[config.mk]
export PLATFORM = sky130hd
export DESIGN_NAME = ncl1_ram
export DESIGN_NICKNAME = d
export VERILOG_FILES = /design/src/rtl/ncl1_ram.sv
export SDC_FILE = /design/constraint.sdc
export NUM_CORES = 2
export LEC_CHECK = 0
export ABC_AREA = 1
export BUFFER_PORTS_ARGS = -buffer_cell sky130_fd_sc_hd__clkbuf_2
export CAP_MARGIN = 20
export CORE_MARGIN = 1
export CORE_UTILIZATION = 30
export CTS_CLUSTER_DIAMETER = 30
export DETAILED_ROUTE_END_ITERATION = 10
export HOLD_SLACK_MARGIN = 0.1
export PLACE_DENSITY = 0.54
export SYNTH_ARGS = -nofsm -noshare
export SYNTH_HDL_FRONTEND = slang
export SYNTH_SLANG_ARGS = --single-unit
[constraint.sdc]
create_clock -name clk -period 1.8 [get_ports clk]
set_input_delay 0.09 -clock clk [delete_from_list [all_inputs] [get_ports clk]]
set_output_delay 0.09 -clock clk [all_outputs]
set_load 0.01 [all_outputs]
[src/rtl/ncl1_ram.sv]
// Generic simple dual-port RAM: one write port, one registered read port.
// No dependencies.
module ncl1_ram #(
  parameter int WIDTH = 8,
  parameter int DEPTH = 256
) (
  input  logic                     clk,
  input  logic                     we,
  input  logic [$clog2(DEPTH)-1:0] waddr,
  input  logic [WIDTH-1:0]         wdata,
  input  logic                     re,
  input  logic [$clog2(DEPTH)-1:0] raddr,
  output logic [WIDTH-1:0]         rdata
);

  logic [WIDTH-1:0] mem [DEPTH];
  logic [WIDTH-1:0] rdata_r;

  // Write port
  always_ff @(posedge clk) begin
    if (we) begin
      mem[waddr] <= wdata;
    end
  end

  // Registered read port
  always_ff @(posedge clk) begin
    if (re) begin
      rdata_r <= mem[raddr];
    end
  end

  assign rdata = rdata_r;

endmodule

* Word level (Yosys, flattened, before mapping)
Memories as Yosys holds them, arrays and structs flattened. A register that Yosys moved wholly into a read port is not among the register bits.
Cells that the tools add are included.
** Word-level totals
- Bits in registers :: 0
- RAM bits :: 2048
- Bits of input ports :: 27
- Output and inout bits :: 8
- Word-level logic and storage cells :: 3
- Memories kept :: 1
** Memories
- mem :: words 256, bits a word 8, rd ports 1, clocked after Yosys merged registers in 1, wr ports 1, line 16 : logic [WIDTH-1:0] mem [DEPTH];
** Operators by class
- Muxes and demuxes :: 2
** Operators with widths (count)
- 2-to-1 mux 1 bit :: 2

* Depth between registers and ports, before layout
- Word-level depth :: 2
- Mapped depth :: 15
- Gate-level depth less buffers :: 11

* Worst setup path after synthesis
OpenSTA, ideal clock, no wires.
- Path kind :: in2reg
- Start point :: in we
- End point :: mem mem[162][0] (enable)
- Data arrival time :: 1.211 ns
- Data required time :: 1.430 ns
- Slack :: 0.219 ns
- Stages :: 4
- Cell sequence :: clkbuf_1 -> nand3_1 -> clkbuf_1 -> nor2_1
** Between the ends
- Cells in the longest elaborated chain, start to end :: 2
** RTL lines
- start, declared :: line 8 : input logic we,
- 2-to-1 mux 1 bit :: line 21 : if (we) begin
- 2-to-1 mux 1 bit (implied by the code) :: line 22 : mem[waddr] <= wdata;
- end, declared :: line 16
Every way passes these cells.

* Worst setup path in the final report
- Start point :: reg rdata_r[4] (netlist: rdata[4]), read port of mem
- End point :: out rdata[4]
** RTL lines
- start, declared :: line 17 : logic [WIDTH-1:0] rdata_r;
- end, declared :: line 13 : output logic [WIDTH-1:0] rdata
No word-level cell between the ends.

==> impl_metrics.toml <==
[min_path]
min_path_type = "input port to register"

[place]
io_buffers = 34
hpwl_microns = 160500
routabilityCongestion = 0.8902
dp.cells = 10990

[run]
timing.max_cap.violations = 0

[logic_synthesis]
synth_ff_type = "edfxtp_1"
yosys_warnings = 0
ys_seq_area_share_pct = 73.96
yosysMostFrequentCell = "nand2_1"
synth.largest_area_cell = "edfxtp_1"
synth_cell_type_count = 13
syn_nets = 7030
synth_cells = 7003
synth-seq-cells = 2056
synth_top_area_share_pct = 73.96
avgSynthCellArea_sq_um = 11.92
synthArstFlopShare_pct = 0
synthTopCellsByCount = "nand2_1, edfxtp_1, nand3_1"
syn_area_sq_um = 83480
synth_area_leaders = "edfxtp_1, nand3_1, nand2_1"
synth_edf_count = 2056

[setup_path]
criticalPathCategory = "register to output pin"
cp_data_arrival_time_ns = 1.72
path_cells = "buf_6"
cp-start-kind = "register"
cpLargestDelayFamily = "flip-flops"
cp_slowest_cell = "edfxtp_1"
path_buf_inv = 1
cpPeakStageDelay_ns = 0.57
crit_path_end_kind = "output pin"
cp_max_fo = 1
required_ns = 1.71

[timing]
finalCritPeriodShare_pct = 100.6
clock_skew_ns = 0.08666
tightest_slew_ns = 0.9073
rsz0062_at_grt = "yes"
finalMaxSlewViolations = 0
setup_violations = 1
slew_headroom_pct = 39.52
fin_ws_ns = -0.01001
timing.final.crit_period_ns = 1.810
fmax_mhz = 552.5
hold_viol_final = 0

[global_route]
grt_start_max_net_pins = 75
gr-total-overflow = 0
grt_pass1_wl_microns = 383400
antenna_found_initial = 9
grt_pass1_vias = 58000
grt_usage_pct = 18.35

[cells_and_area]
final_nets = 7757
synthToLayoutAreaGrowth_pct = 31.15
stdcell_count = 11770
layout-drive-gt1-share_pct = 21.08
fin_util_pct = 39.60

[floorplan]
core_sq_um = 276500
ios = 35
die_y_microns = 529.5
fp-row-count = 193
die_x_microns = 529.5
dieArea_sq_um = 280400
start_util_pct = 30.19

[cts]
cts.sinks = 2056
clk_path_buf_depth = 4
cts_root_buf = "clkbuf_16"
clk_latency_ns = 0.98
cts_tree = "built"
cts_buffers = 411
cts_max_level = 5
clkSlewWorstSetupHoldPaths_ns = 0.05

[run_status]
outcome = "finished with violations"
violations = "setup timing"

[pwr]
peakVddDrop_uv = 1166
powerDensity_nw_per_um2 = 1237
power_leakage_nw = 39.58

[route]
viasPerCell = 4.963
drt-initial-drc-count = 5593
first_pass_iters = 6
m1WireLength_microns = 109800
maxUsedRoutingLayer = "met4"
wl_per_cell_microns = 22.17
drc = 0
wl_met2_microns = 124200
ant_nets = 0
routed_wl_microns = 260900
num_vias = 58420
wl_met3_microns = 18770
==> state kept, by name, summed over array words and instances (netlist names) <==
signal  count
rdata       8
mem      2048
==> cell usage in the layout (no fill, tap or decap), types with 2 or more instances in the layout <==
cell / n
nand2_2: 19
clkbuf_2: 18
inv_1: 34
buf_2: 2
clkinv_2: 53
buf_8: 11
buf_12: 168
dlygate4sd3_1: 28
buf_6: 8
dlymetal6s4s_1: 2
nand2_1: 2104
clkbuf_1: 33
nor2_2: 9
clkbuf_16: 417
clkinv_1: 53
bufinv_16: 49
nand3_2: 171
clkinv_8: 3
nand3_1: 1775
buf_4: 559
nand3_4: 73
inv_8: 18
clkinvlp_4: 43
inv_6: 36
diode_2: 9
nor2_1: 274
clkinv_4: 38
edfxtp_1: 2056
==> metrics by stage <==
step	TNS [ns]	power (mW)	instance area [sq um]	hold WS, ns	setup slack, ns
global route	-0.2806	139.0	109500	0.1470	-0.06843
CTS	-0.9851	136.0	108300	0.1156	-0.1242
floorplan	0	57.11	83480	0.1889	0.2185
finish	-0.01001	135.4	109500	0.1738	-0.01001
global placement	-8.459	61.05	93600	0.4473	-1.122
detailed placement	-8.603	61.07	93600	0.4566	-1.135
==> cell families (layout without fill, tap and decap cells) <==
family        count (synthesis)  in the layout  synth area share [%]
simple gates               4425           4425                 22.92
flops                      2056           2056                 73.96
other cells                   0              9                     0
buf+inv                     522           1577                 3.116
==> path summary, 6_finish.rpt <==
kind / start / endpoint / slack, ns / cells past startpoint
worst max register to register: mem[217][7] / rdata[7] / 0.02 / 11
worst max-delay path: rdata[4] / rdata[4] / -0.01 / 1
worst min register to register: mem[133][5] / rdata[5] / 1.09 / 10
worst min-delay path: wdata[5] / mem[24][5] / 0.17 / 2
==> repair_timing <==
action / in CTS / in global routing
endpoints found under the hold margin: 2668 / 0
hold buffers: 30 / 0
gates cloned: 0 / 0
pin swaps: 11 / 74
gates resized for setup: 131 / 221
buffers inserted: 0 / 1
endpoints found under the setup margin: 12 / 303
==> final cells by class <==
class / instances / area, sq um
Clock inverter: 291 / 3136
Tap cell: 3705 / 4636
Timing Repair Buffer: 797 / 8234
Inverter: 39 / 180.2
Fill cell: 25670 / 167000
Sequential cell: 2056 / 61740
Antenna cell: 9 / 22.52
Clock buffer: 450 / 10560
Multi-Input combinational cell: 4425 / 20980
==> metal layers <==
layer	global-route usage (%)	vias to the layer above
li1	-	26580
met1	24.42	29030
met2	29.86	2355
met3	3.416	463
met4	6.405	0
met5	0	-
==> where the power goes <==
| group | internal [mW] | switching (mW) | total [mW] |
|---|---|---|---|
| clock network | 49.4 | 25.3 | 74.7 |
| logic | 2.43 | 5.35 | 7.78 |
| registers | 52.9 | 0.0664 | 53.0 |
No activity file was read; power rests on OpenSTA's default activity.
