**config.mk**
```make
export PLATFORM = sky130hd
export DESIGN_NAME = ncl1_cell
export DESIGN_NICKNAME = d
export VERILOG_FILES = /design/src/rtl/ncl1_pkg.sv /design/src/rtl/ncl1_cell.sv
export SDC_FILE = /design/constraint.sdc
export NUM_CORES = 1
export LEC_CHECK = 0
export BUFFER_PORTS_ARGS = -buffer_cell sky130_fd_sc_hd__buf_2
export CAP_MARGIN = 10
export CORE_MARGIN = 10
export CORE_UTILIZATION = 41
export CTS_BUF_LIST = sky130_fd_sc_hd__clkbuf_16
export DETAILED_ROUTE_END_ITERATION = 12
export PLACE_DENSITY = 0.8
export SLEW_MARGIN = 10
export SYNTH_ARGS = -nofsm -noshare
export SYNTH_HDL_FRONTEND = slang
export SYNTH_SLANG_ARGS = --single-unit
```
**constraint.sdc**
```tcl
create_clock -name clk -period 0.85 [get_ports clk]
set_input_delay 0.1275 -clock clk [delete_from_list [all_inputs] [get_ports clk]]
set_output_delay 0.1275 -clock clk [all_outputs]
set_load 0.02 [all_outputs]
```
**src/rtl/ncl1_pkg.sv**
```systemverilog
// Package for the nearest-centroid (L1) assignment block.
// Holds sizes, field widths, codes and the shared types. No dependencies.
package ncl1_pkg;

  // Table geometry
  localparam int MAX_CLUSTERS = 16;
  localparam int MAX_DIMS     = 1024;

  // Derived widths
  localparam int IDX_W  = (MAX_CLUSTERS > 1) ? $clog2(MAX_CLUSTERS) : 1;
  localparam int CNT_W  = $clog2(MAX_CLUSTERS + 1);
  localparam int ADDR_W = (MAX_CLUSTERS * MAX_DIMS > 1) ?
                          $clog2(MAX_CLUSTERS * MAX_DIMS) : 1;

  // Field widths
  localparam int CLU_W  = 4;
  localparam int DIM_W  = 10;
  localparam int VAL_W  = 8;
  localparam int NEAR_W = 4;
  localparam int SUM_W  = 18;
  localparam int NUM_W  = 5;
  localparam int IN_W   = 24;
  localparam int OUT_W  = 24;

  // Register reset and accumulator ceiling
  localparam logic [NUM_W-1:0] NUM_RESET = NUM_W'(16);
  localparam logic [SUM_W-1:0] SUM_MAX   = {SUM_W{1'b1}};

  // Operation codes carried on tuser
  localparam logic OP_LOAD  = 1'b0;
  localparam logic OP_QUERY = 1'b1;

  // Sequencer states
  typedef enum logic [1:0] {
    ST_IDLE,
    ST_RUN,
    ST_DONE,
    ST_HOLD
  } state_t;

  // What each cell of the accumulator ring receives
  typedef struct packed {
    logic             shift;
    logic [SUM_W-1:0] data;
  } ring_in_t;

endpackage

```
**src/rtl/ncl1_cell.sv**
```systemverilog
// One cell of the accumulator ring: holds one centroid's running L1 sum
// and takes its neighbor's value on each shift. Depends on ncl1_pkg.
module ncl1_cell
  import ncl1_pkg::*;
(
  input  logic             clk,
  input  logic             rst_n,
  input  ring_in_t         ring_in,
  output logic [SUM_W-1:0] acc
);

  logic [SUM_W-1:0] acc_r;
  logic [SUM_W-1:0] acc_nxt;

  // Take neighbor value while the ring rotates
  always_comb begin
    acc_nxt = acc_r;
    if (ring_in.shift) begin
      acc_nxt = ring_in.data;
    end
  end

  always_ff @(posedge clk) begin
    if (!rst_n) begin
      acc_r <= '0;
    end else begin
      acc_r <= acc_nxt;
    end
  end

  assign acc = acc_r;

endmodule

```
Yosys cells after proc, flatten, opt, wreduce, memory -nomap -nowiden
Cells that the tools add are included.
Widths: inputs -> output; s select.
{"block": "word_totals", "register_bits": 18}

Longest topological paths before layout
Gate-level depths: netlist (run 1).
{"block": "depth", "ltp_word": 0, "depth_mapped": 4, "ltp_nobuf": 2}

Least setup slack after synthesis (run 1)
OpenSTA, ideal clock, no wires.
{"block": "synth_path", "path_kind": "input port to flip-flop", "from": "input ring_in[18] (netlist name)", "to": "register acc_r[10] (netlist: acc[10])", "arrival_time_ns": 0.617, "required_ns": 0.734, "path_slack_ns": 0.117, "cell_stages": 4, "path_buffers": 2, "cell_sequence": "buf_6 > buf_12 > mux2i_1 > nor2b_1"}
{"item": "start, declared", "line": "ncl1_cell.sv:8", "rtl": "input ring_in_t ring_in,"}
{"item": "end signal, assigned", "line": "ncl1_cell.sv:27", "rtl": "acc_r <= acc_nxt;"}
{"item": "end, declared", "line": "ncl1_cell.sv:12", "rtl": "logic [SUM_W-1:0] acc_r;"}

Worst setup path in the final report (run 1)
{"block": "layout_path", "from": "register acc_r[6] (netlist: acc[6])", "to": "output acc[6]"}
{"item": "end, declared", "line": "ncl1_cell.sv:9", "rtl": "output logic [SUM_W-1:0] acc"}
No word-level cell between the ends.

==> impl_metrics.tcl, run 1 <==
set metrics [dict create \
    drive_above_1_share_pct 60.2 \
    internal-power_mw 1.73 \
    synth.ff_latch_count 18 \
    dpl_cell_area_um2 903 \
    layout_commonest_cell "buf_2" \
    vias_per_cell 4.84 \
    critical_path.slowest_cell "dfxtp_1" \
    postRouteAntennaNets 0 \
    min_period_ns 0.833 \
    r2r_slack_ns 0.21 \
    num-nets-final 120 \
    num_antenna_cells 0 \
    finClkSkew_ns 0 \
    rsz0062_at_grt "false" \
    dp_slack_ns 0.0572 \
    setup-violations-final 0 \
    htree_levels 1 \
    worstPathMaxFanout 2 \
    finish.utilization_pct 72.1 \
    seq_power_share_pct 42.4 \
    synth_cell_type_count 6 \
    syn-cell-area_um2 688 \
    cp_data_arrival_time_ns 0.71 \
    grt_max_degree 19 \
    slew_headroom_pct 85.1 \
    drc 0 \
    areaGrowthSynthToFinish_pct 61.5 \
    rr_worst_depth 2 \
    crit_required_ns 0.72 \
    max_freq_mhz 1200 \
    drv_cap 0 \
    path_cells "buf_4" \
    period_share_pct 98.0 \
    finalInstanceArea_um2 1110 \
    critical_path_class "reg -> out" \
    cts.sinks 18 \
    switching_share_pct 21.9 \
    clockRootBuffer "clkbuf_16" \
    grt_pass1_wl_um 2530 \
    tightest_slew_ns 0.223 \
    min-delay-start "ring_in[12]" \
    drt_iter0_drc 2 \
    post_cts_buffers 0 \
    p_leak_nw 0.537 \
    antenna_found_initial 0 \
    pwr-share-clk_pct 41.5 \
    final_cell_mix "buf_2 (20), mux2i_1 (18), nor2b_1 (18)" \
    grt-ovfl-total 0 \
    cp-end-kind "output port" \
    cts_resized 26 \
    track_usage_pct 9.00 \
    cp_top_family "flip-flops" \
    core_um2 1540 \
    die_w_um 61.0 \
    wl_per_cell_um 15.2 \
    r2r_end "acc[2]" \
    setup_tns_ns 0 \
    nFillCells 105 \
    outcome "completed" \
    power.switching_mw 0.486 \
    cts_tree "done" \
    boundaryPins 39 \
    start_kind "flip-flop" \
    globalplace.congestion 0.699 \
    clk_pin_slew_ns 0.05 \
    ir_drop_mv 1.86 \
    drt_first_pass_iters 2 \
    cellPowerDensity_nw_per_um2 2000 \
    slowest_delay_ns 0.32 \
    initial_core_util_pct 44.6 \
    p_comb_share_pct 16.1 \
    cts_buffers 3 \
    setup_ws_ns 0.0172 \
    hold_slack_ns 0.144 \
    wirelength_um 1730 \
    hold-path-endpoint "acc[12]" \
    final_max_slew_viol_count 0 \
    clock_path_buffers 2 \
    io_buffers 38 \
    cp.buffers_inverters 1 \
    largest_reg_flops 18 \
    clk_latency_ns 0.24 \
    ys.warnings.count 0 \
    grt_pass1_vias 538 \
    hold_class "in -> reg" \
    syn_inst 57 \
    cts_hold_repair.buffers 0 \
    whs_path_depth 3 \
    reg2reg_from "acc[2]" \
    finalHoldViolCount 0 \
    syn-num-nets 78 \
    die-area_um2 3720 \
    ys_seq_area_share_pct 52.4 \
    avgSynthCellArea_um2 12.1 \
    num_rows 14 \
    num_vias 552 \
    fp.dieH_um 61.0 \
]
[routing by layer]
| metal | GRT usage [%] | wire length [um] | vias up |
|---|---|---|---|
| li1 | - | - | 272 |
| met1 | 8.41 | 576 | 262 |
| met2 | 16.6 | 1010 | 14 |
| met3 | 2.71 | 112 | 4 |
| met4 | 5.64 | 32 | 0 |
| met5 | 0 | 0 | - |
[cell families after synthesis]
| family | count (synthesis) | synth area share, % |
|---|---|---|
| mux | 18 | 26.2 |
| simple gates | 18 | 16.4 |
| buf+inv | 3 | 5.09 |
| flops | 18 | 52.4 |
[through the flow]
step	power, mW	std cells
after floorplan	1.12	57
after CTS	2.21	114
after global placement	1.23	110
after detailed placement	1.24	110
after global routing	2.30	114
final	2.22	114
[tightest hold or removal path: cells and delay by family]
| family | cells | cell delay, ns |
|---|---|---|
| buffers and inverters | 1 | 0.07 |
| muxes | 1 | 0.05 |
| and+or+nand+nor | 1 | 0.10 |
[cell type report]
type                       instances  area (um2)  share of cell area (%)
sequential                        18         380                    34.2
timing repair buffer              40         339                    30.5
multi-input combinational         36         293                    26.4
clock buffer                       3        75.1                    6.76
tap                               16        20.0                    1.80
clock inverter                     1        3.75                   0.338
[power by group through the flow]
stage | Sequential (mW) | Clock [mW] | Combinational, mW
final | 0.939 | 0.920 | 0.358
after global routing | 0.945 | 0.976 | 0.381
after CTS | 0.925 | 0.941 | 0.343
after detailed placement | 0.934 | 0 | 0.305
after global placement | 0.933 | 0 | 0.299
after floorplan | 0.998 | 0 | 0.118
[how the worst max path moves through the flow]
| stage | startpoint | endpoint | slack [ns] | depth (start not counted) |
|---|---|---|---|---|
| CTS | acc[17] | acc[17] | 0.001 | 1 |
| detailed placement | ring_in[18] | acc[14] | 0.06 | 4 |
| global route | acc[3] | acc[3] | 0.002 | 1 |
| global placement | ring_in[18] | acc[13] | 0.07 | 4 |
| floorplan | ring_in[18] | acc[10] | 0.12 | 4 |
| finish | acc[6] | acc[6] | 0.02 | 1 |
[cells in the mapped netlist]
cell type	instances	area, um2
clkbuf_1	1	3.75
dfxtp_1	18	360
nor2b_1	18	113
buf_6	1	11.3
mux2i_1	18	180
buf_12	1	20.0
Note: power is estimated with default switching activity, not from simulation.
==> run 2: changes to the inputs <==
Settings changed: CORE_UTILIZATION 41 to 40, PLACE_DENSITY 0.8 to 0.79.
==> run 2 against run 1 <==
  * Final area fell by 1.5%
  * Via count fell by 1.6%
  * Sequential share of layout area rose by 0.51 points
  * Sequential power barely moved
  * Critical endpoint is now acc[3]
  * Fmax barely moved
  * Total power fell by 0.63%
==> impl_metrics.tcl, run 2 (synthesis results as in run 1) <==
set metrics [dict create \
    track_usage_pct 8.72 \
    drive_above_1_share_pct 59.8 \
    final_max_slew_viol_count 0 \
    cp_top_family "flip-flops" \
    layout_commonest_cell "buf_2" \
    critical_path_class "reg -> out" \
    period_share_pct 98.0 \
    seq_power_share_pct 42.6 \
    cts_hold_repair.buffers 0 \
    hold-path-endpoint "acc[14]" \
    reg2reg_from "acc[4]" \
    finalPower_mw 2.20 \
    setup-violations-final 0 \
    internal-power_mw 1.72 \
    whs_path_depth 3 \
    finalInstanceArea_um2 1090 \
    vias_per_cell 4.81 \
    p_comb_share_pct 15.8 \
    wirelength_um 1710 \
    r2r_end "acc[4]" \
    antenna_found_initial 0 \
    power.switching_mw 0.481 \
    clk_pin_slew_ns 0.05 \
    cts_tree "done" \
    dp_hpwl_um 1220 \
    p_leak_nw 0.528 \
    path_cells "buf_6" \
    max_freq_mhz 1200 \
    clock_path_buffers 2 \
    cp.buffers_inverters 1 \
    cp-end-kind "output port" \
    io_buffers 38 \
    wl_per_cell_um 15.1 \
    initial_core_util_pct 44.1 \
    clk_latency_ns 0.24 \
    cts_resized 21 \
    min-delay-start "ring_in[14]" \
    globalplace.congestion 0.654 \
    fp.dieH_um 61.5 \
    slew_headroom_pct 84.7 \
    postRouteAntennaNets 0 \
    htree_levels 1 \
    switching_share_pct 21.8 \
    num_rows 14 \
    outcome "completed" \
    start_kind "flip-flop" \
    hold_class "in -> reg" \
    largest_reg_flops 18 \
    drv_cap 0 \
    tightest_slew_ns 0.229 \
    post_cts_buffers 0 \
    nFillCells 128 \
    boundaryPins 39 \
    clockRootBuffer "clkbuf_16" \
    grt_pass1_vias 515 \
    cp_data_arrival_time_ns 0.71 \
    worstPathMaxFanout 2 \
    cts_buffers 3 \
    num_antenna_cells 0 \
    die-area_um2 3780 \
    grt-ovfl-total 0 \
    pwr-share-clk_pct 41.5 \
    final_cell_mix "buf_2 (20), mux2i_1 (18), nor2b_1 (18), buf_6 (18), dfxtp_2 (16)" \
    num-nets-final 119 \
    r2r_slack_ns 0.18 \
    grt_max_degree 19 \
    core_um2 1560 \
    dpl_cell_area_um2 883 \
    critical_path.slowest_cell "dfxtp_2" \
    crit_required_ns 0.72 \
    drc 0 \
    die_w_um 61.5 \
    drt_first_pass_iters 2 \
    rsz0062_at_grt "true" \
    drt_iter0_drc 2 \
    ir_drop_mv 1.51 \
    grt_pass1_wl_um 2480 \
    finClkSkew_ns 0 \
    finalHoldViolCount 0 \
    cts.sinks 18 \
    num_vias 543 \
    min_period_ns 0.833 \
    hold_slack_ns 0.143 \
    slowest_delay_ns 0.34 \
    cellPowerDensity_nw_per_um2 2010 \
    areaGrowthSynthToFinish_pct 59.1 \
    setup_tns_ns 0 \
    rr_worst_depth 2 \
]
run 2: cell count changes in the layout (fill, tap and decap cells not counted):
| cell | delta |
|---|---|
| buf_6 | +1 |
| buf_12 | -1 |
| buf_4 | -1 |
run 2: power groups by stage:
stage | Sequential, mW | Combinational, mW | Clock [mW]
6_report | 0.939 | 0.349 | 0.914
5_1_grt | 0.945 | 0.375 | 0.975
4_1_cts | 0.922 | 0.323 | 0.925
3_5_place_dp | 0.934 | 0.293 | 0
3_3_place_gp | 0.933 | 0.288 | 0
2_1_floorplan | 0.998 | 0.118 | 0
run 2: through the flow:
step | utilization [%] | instances | setup slack [ns]
3_3_place_gp | 56.7 | 109 | 0.0751
3_5_place_dp | 56.7 | 109 | 0.0534
2_1_floorplan | - | 57 | 0.117
4_1_cts | 65.2 | 113 | 0.000415
6_report | 70.2 | 113 | 0.0173
5_1_grt | 70.2 | 113 | -0.000134
run 2: worst reg2reg max path, delay by kind of cell, from the launching register on:
family,cells,cell delay [ns]
flip-flops,1,0.32
AND/OR/NAND/NOR,1,0.07
multiplexers,1,0.16
run 2: how the worst max path moves through the flow:
| stage | end | depth (start not counted) | slack (ns) | start |
|---|---|---|---|---|
| final | acc[3] | 1 | 0.02 | acc[3] |
| after CTS | acc[12] | 1 | 0.0004 | acc[12] |
| after floorplan | acc[10] | 4 | 0.12 | ring_in[18] |
| after global placement | acc[1] | 4 | 0.08 | ring_in[18] |
| after detailed placement | acc[12] | 4 | 0.05 | ring_in[18] |
| after global routing | acc[3] | 1 | -0.0001 | acc[3] |
run 2: per-layer routing:
layer  share of wire (%)  track usage, %  vias to the layer above  wire length (um)
met4                0.70            3.82                        0                12
li1                    -               -                      266                 -
met5                   0               0                        -                 0
met3                 4.2            1.44                        2                72
met1                  36            9.39                      263               615
met2                  59            16.3                       12              1010
run 2: layout make-up:
| type | count | area (um2) | area share [%] |
|---|---|---|---|
| repair buffers | 39 | 323 | 29.5 |
| multi-input cells | 36 | 293 | 26.7 |
| clock buffers | 3 | 75.1 | 6.86 |
| well taps | 16 | 20.0 | 1.83 |
| clock inverters | 1 | 3.75 | 0.343 |
| flip-flops and latches | 18 | 380 | 34.7 |
==> run 3: changes to the inputs <==
Settings changed: CTS_CLUSTER_DIAMETER from default to 150, PLACE_DENSITY 0.79 to 0.75.
==> run 3 against run 2 <==
  * Worst hold slack worse by 0.00089 ns
  * Critical endpoint is now acc[14]
  * Setup slack worse by 0.00055 ns
  * Count of clock-buffer cells in the layout unchanged
  * Critical path type unchanged
  * Highest routed layer unchanged
  * Cell count up 0.88%
==> impl_metrics.tcl, run 3 (synthesis results as in run 1) <==
set metrics [dict create \
    dp_hpwl_um 1300 \
    use_met1_pct 8.77 \
    antenna_found_initial 0 \
    num_vias 527 \
    globalplace.congestion 0.673 \
    dpl_cell_area_um2 903 \
    grt_max_degree 19 \
    finClkSkew_ns 0 \
    num-nets-final 120 \
    wl_per_cell_um 15.4 \
    cp_top_family "flip-flops" \
    drive_above_1_share_pct 60.2 \
    pwr-share-clk_pct 41.5 \
    cellPowerDensity_nw_per_um2 1990 \
    htree_levels 1 \
    ir_drop_mv 1.44 \
    slew_headroom_pct 84.4 \
    boundaryPins 39 \
    postRouteAntennaNets 0 \
    period_share_pct 98.0 \
    drv_cap 0 \
    switching_share_pct 22.0 \
    io_buffers 38 \
    areaGrowthSynthToFinish_pct 62.0 \
    dp.cells 110 \
    grt-ovfl-total 0 \
    fp.dieH_um 61.5 \
    num_rows 14 \
    crit_required_ns 0.72 \
    critical_path_class "reg -> out" \
    grt_pass1_vias 543 \
    tightest_slew_ns 0.233 \
    p_leak_nw 0.538 \
    cts_tree "done" \
    gr-usage-met3_pct 2.47 \
    power.switching_mw 0.489 \
    cts_buffers 3 \
    layout_commonest_cell "buf_2" \
    finalInstanceArea_um2 1110 \
    largest_reg_flops 18 \
    path_cells "buf_6" \
    final_cell_mix "buf_2 (20), mux2i_1 (18), nor2b_1 (18), buf_6 (18), dfxtp_2 (16)" \
    cp-end-kind "output port" \
    final_max_slew_viol_count 0 \
    hold_class "in -> reg" \
    p_comb_share_pct 16.2 \
    wirelength_um 1760 \
    clockRootBuffer "clkbuf_16" \
    cp.buffers_inverters 1 \
    num_antenna_cells 0 \
    vias_per_cell 4.62 \
    worstPathMaxFanout 2 \
    clock_path_buffers 2 \
    max_freq_mhz 1200 \
    cp_data_arrival_time_ns 0.71 \
    cts.sinks 18 \
    critical_path.slowest_cell "dfxtp_1" \
    drt_iter0_drc 5 \
    clk_latency_ns 0.24 \
    busiest_layer "met2" \
    rsz0062_at_grt "true" \
    core_um2 1560 \
    die-area_um2 3780 \
    setup-violations-final 0 \
    grt_use_met2_pct 16.9 \
    slowest_delay_ns 0.34 \
    setup_ws_ns 0.0168 \
    hold_slack_ns 0.142 \
    drc 0 \
    cts_hold_repair.buffers 0 \
    instances_no_fill 114 \
    track_usage_pct 9.37 \
    internal-power_mw 1.73 \
    seq_power_share_pct 42.3 \
    die_w_um 61.5 \
    clk_pin_slew_ns 0.05 \
    dp_slack_ns 0.0580 \
    drt_first_pass_iters 4 \
    min_period_ns 0.833 \
    grt_pass1_wl_um 2580 \
    finalHoldViolCount 0 \
    outcome "completed" \
    initial_core_util_pct 44.1 \
    start_kind "flip-flop" \
]
==> run 3: cell types whose count changed in the layout (fill, tap and decap cells not counted), sizes merged <==
| cell | before | now |
|---|---|---|
| buf | 39 | 40 |
==> run 3: timing repair <==
action,in CTS,in global routing
setup endpoints to repair,18,13
setup buffers,0,0
gates resized for setup,29,23
==> run 3: stage by stage <==
step            TNS, ns  total power, mW  utilization [%]
6_report              0             2.22             71.5
3_5_place_dp          0             1.24             57.9
2_1_floorplan         0             1.12                -
3_3_place_gp          0             1.23             57.9
5_1_grt        -0.00575             2.31             71.5
4_1_cts               0             2.21             67.7
==> run 3: layout make-up <==
cell class,count,area (um2)
Clock buffer,3,75.1
Clock inverter,1,3.75
Fill cell,129,444
Multi-Input combinational cell,36,293
Sequential cell,18,380
Tap cell,16,20.0
Timing Repair Buffer,40,343
==> run 3: path summary, 6_finish.rpt <==
kind	slack (ns)	cells after the start	start	to
setup / recovery	0.02	1	acc[14]	acc[14]
hold reg to reg	0.52	2	acc[4]	acc[4]
setup reg to reg	0.19	2	acc[6]	acc[6]
hold / removal	0.14	3	ring_in[11]	acc[11]
==> run 3: layer usage <==
layer	part of all wire [%]	wire, um	vias to the layer above
met5	0	0	-
met4	1.6	28	0
met3	5.9	103	2
met2	58	1020	12
met1	35	607	245
li1	-	-	268
==> run 3: power groups by stage <==
stage          combinational, mW  clock, mW  sequential, mW
2_1_floorplan              0.118          0           0.998
3_3_place_gp               0.300          0           0.934
3_5_place_dp               0.306          0           0.934
4_1_cts                    0.342      0.942           0.927
5_1_grt                    0.385      0.979           0.946
6_report                   0.359      0.921           0.940
==> run 3: worst register-to-register path: cells and delay by family (launching register included) <==
family           cells  cell delay (ns)
flip-flops           1             0.32
multiplexers         1             0.16
AND/OR/NAND/NOR      1             0.06
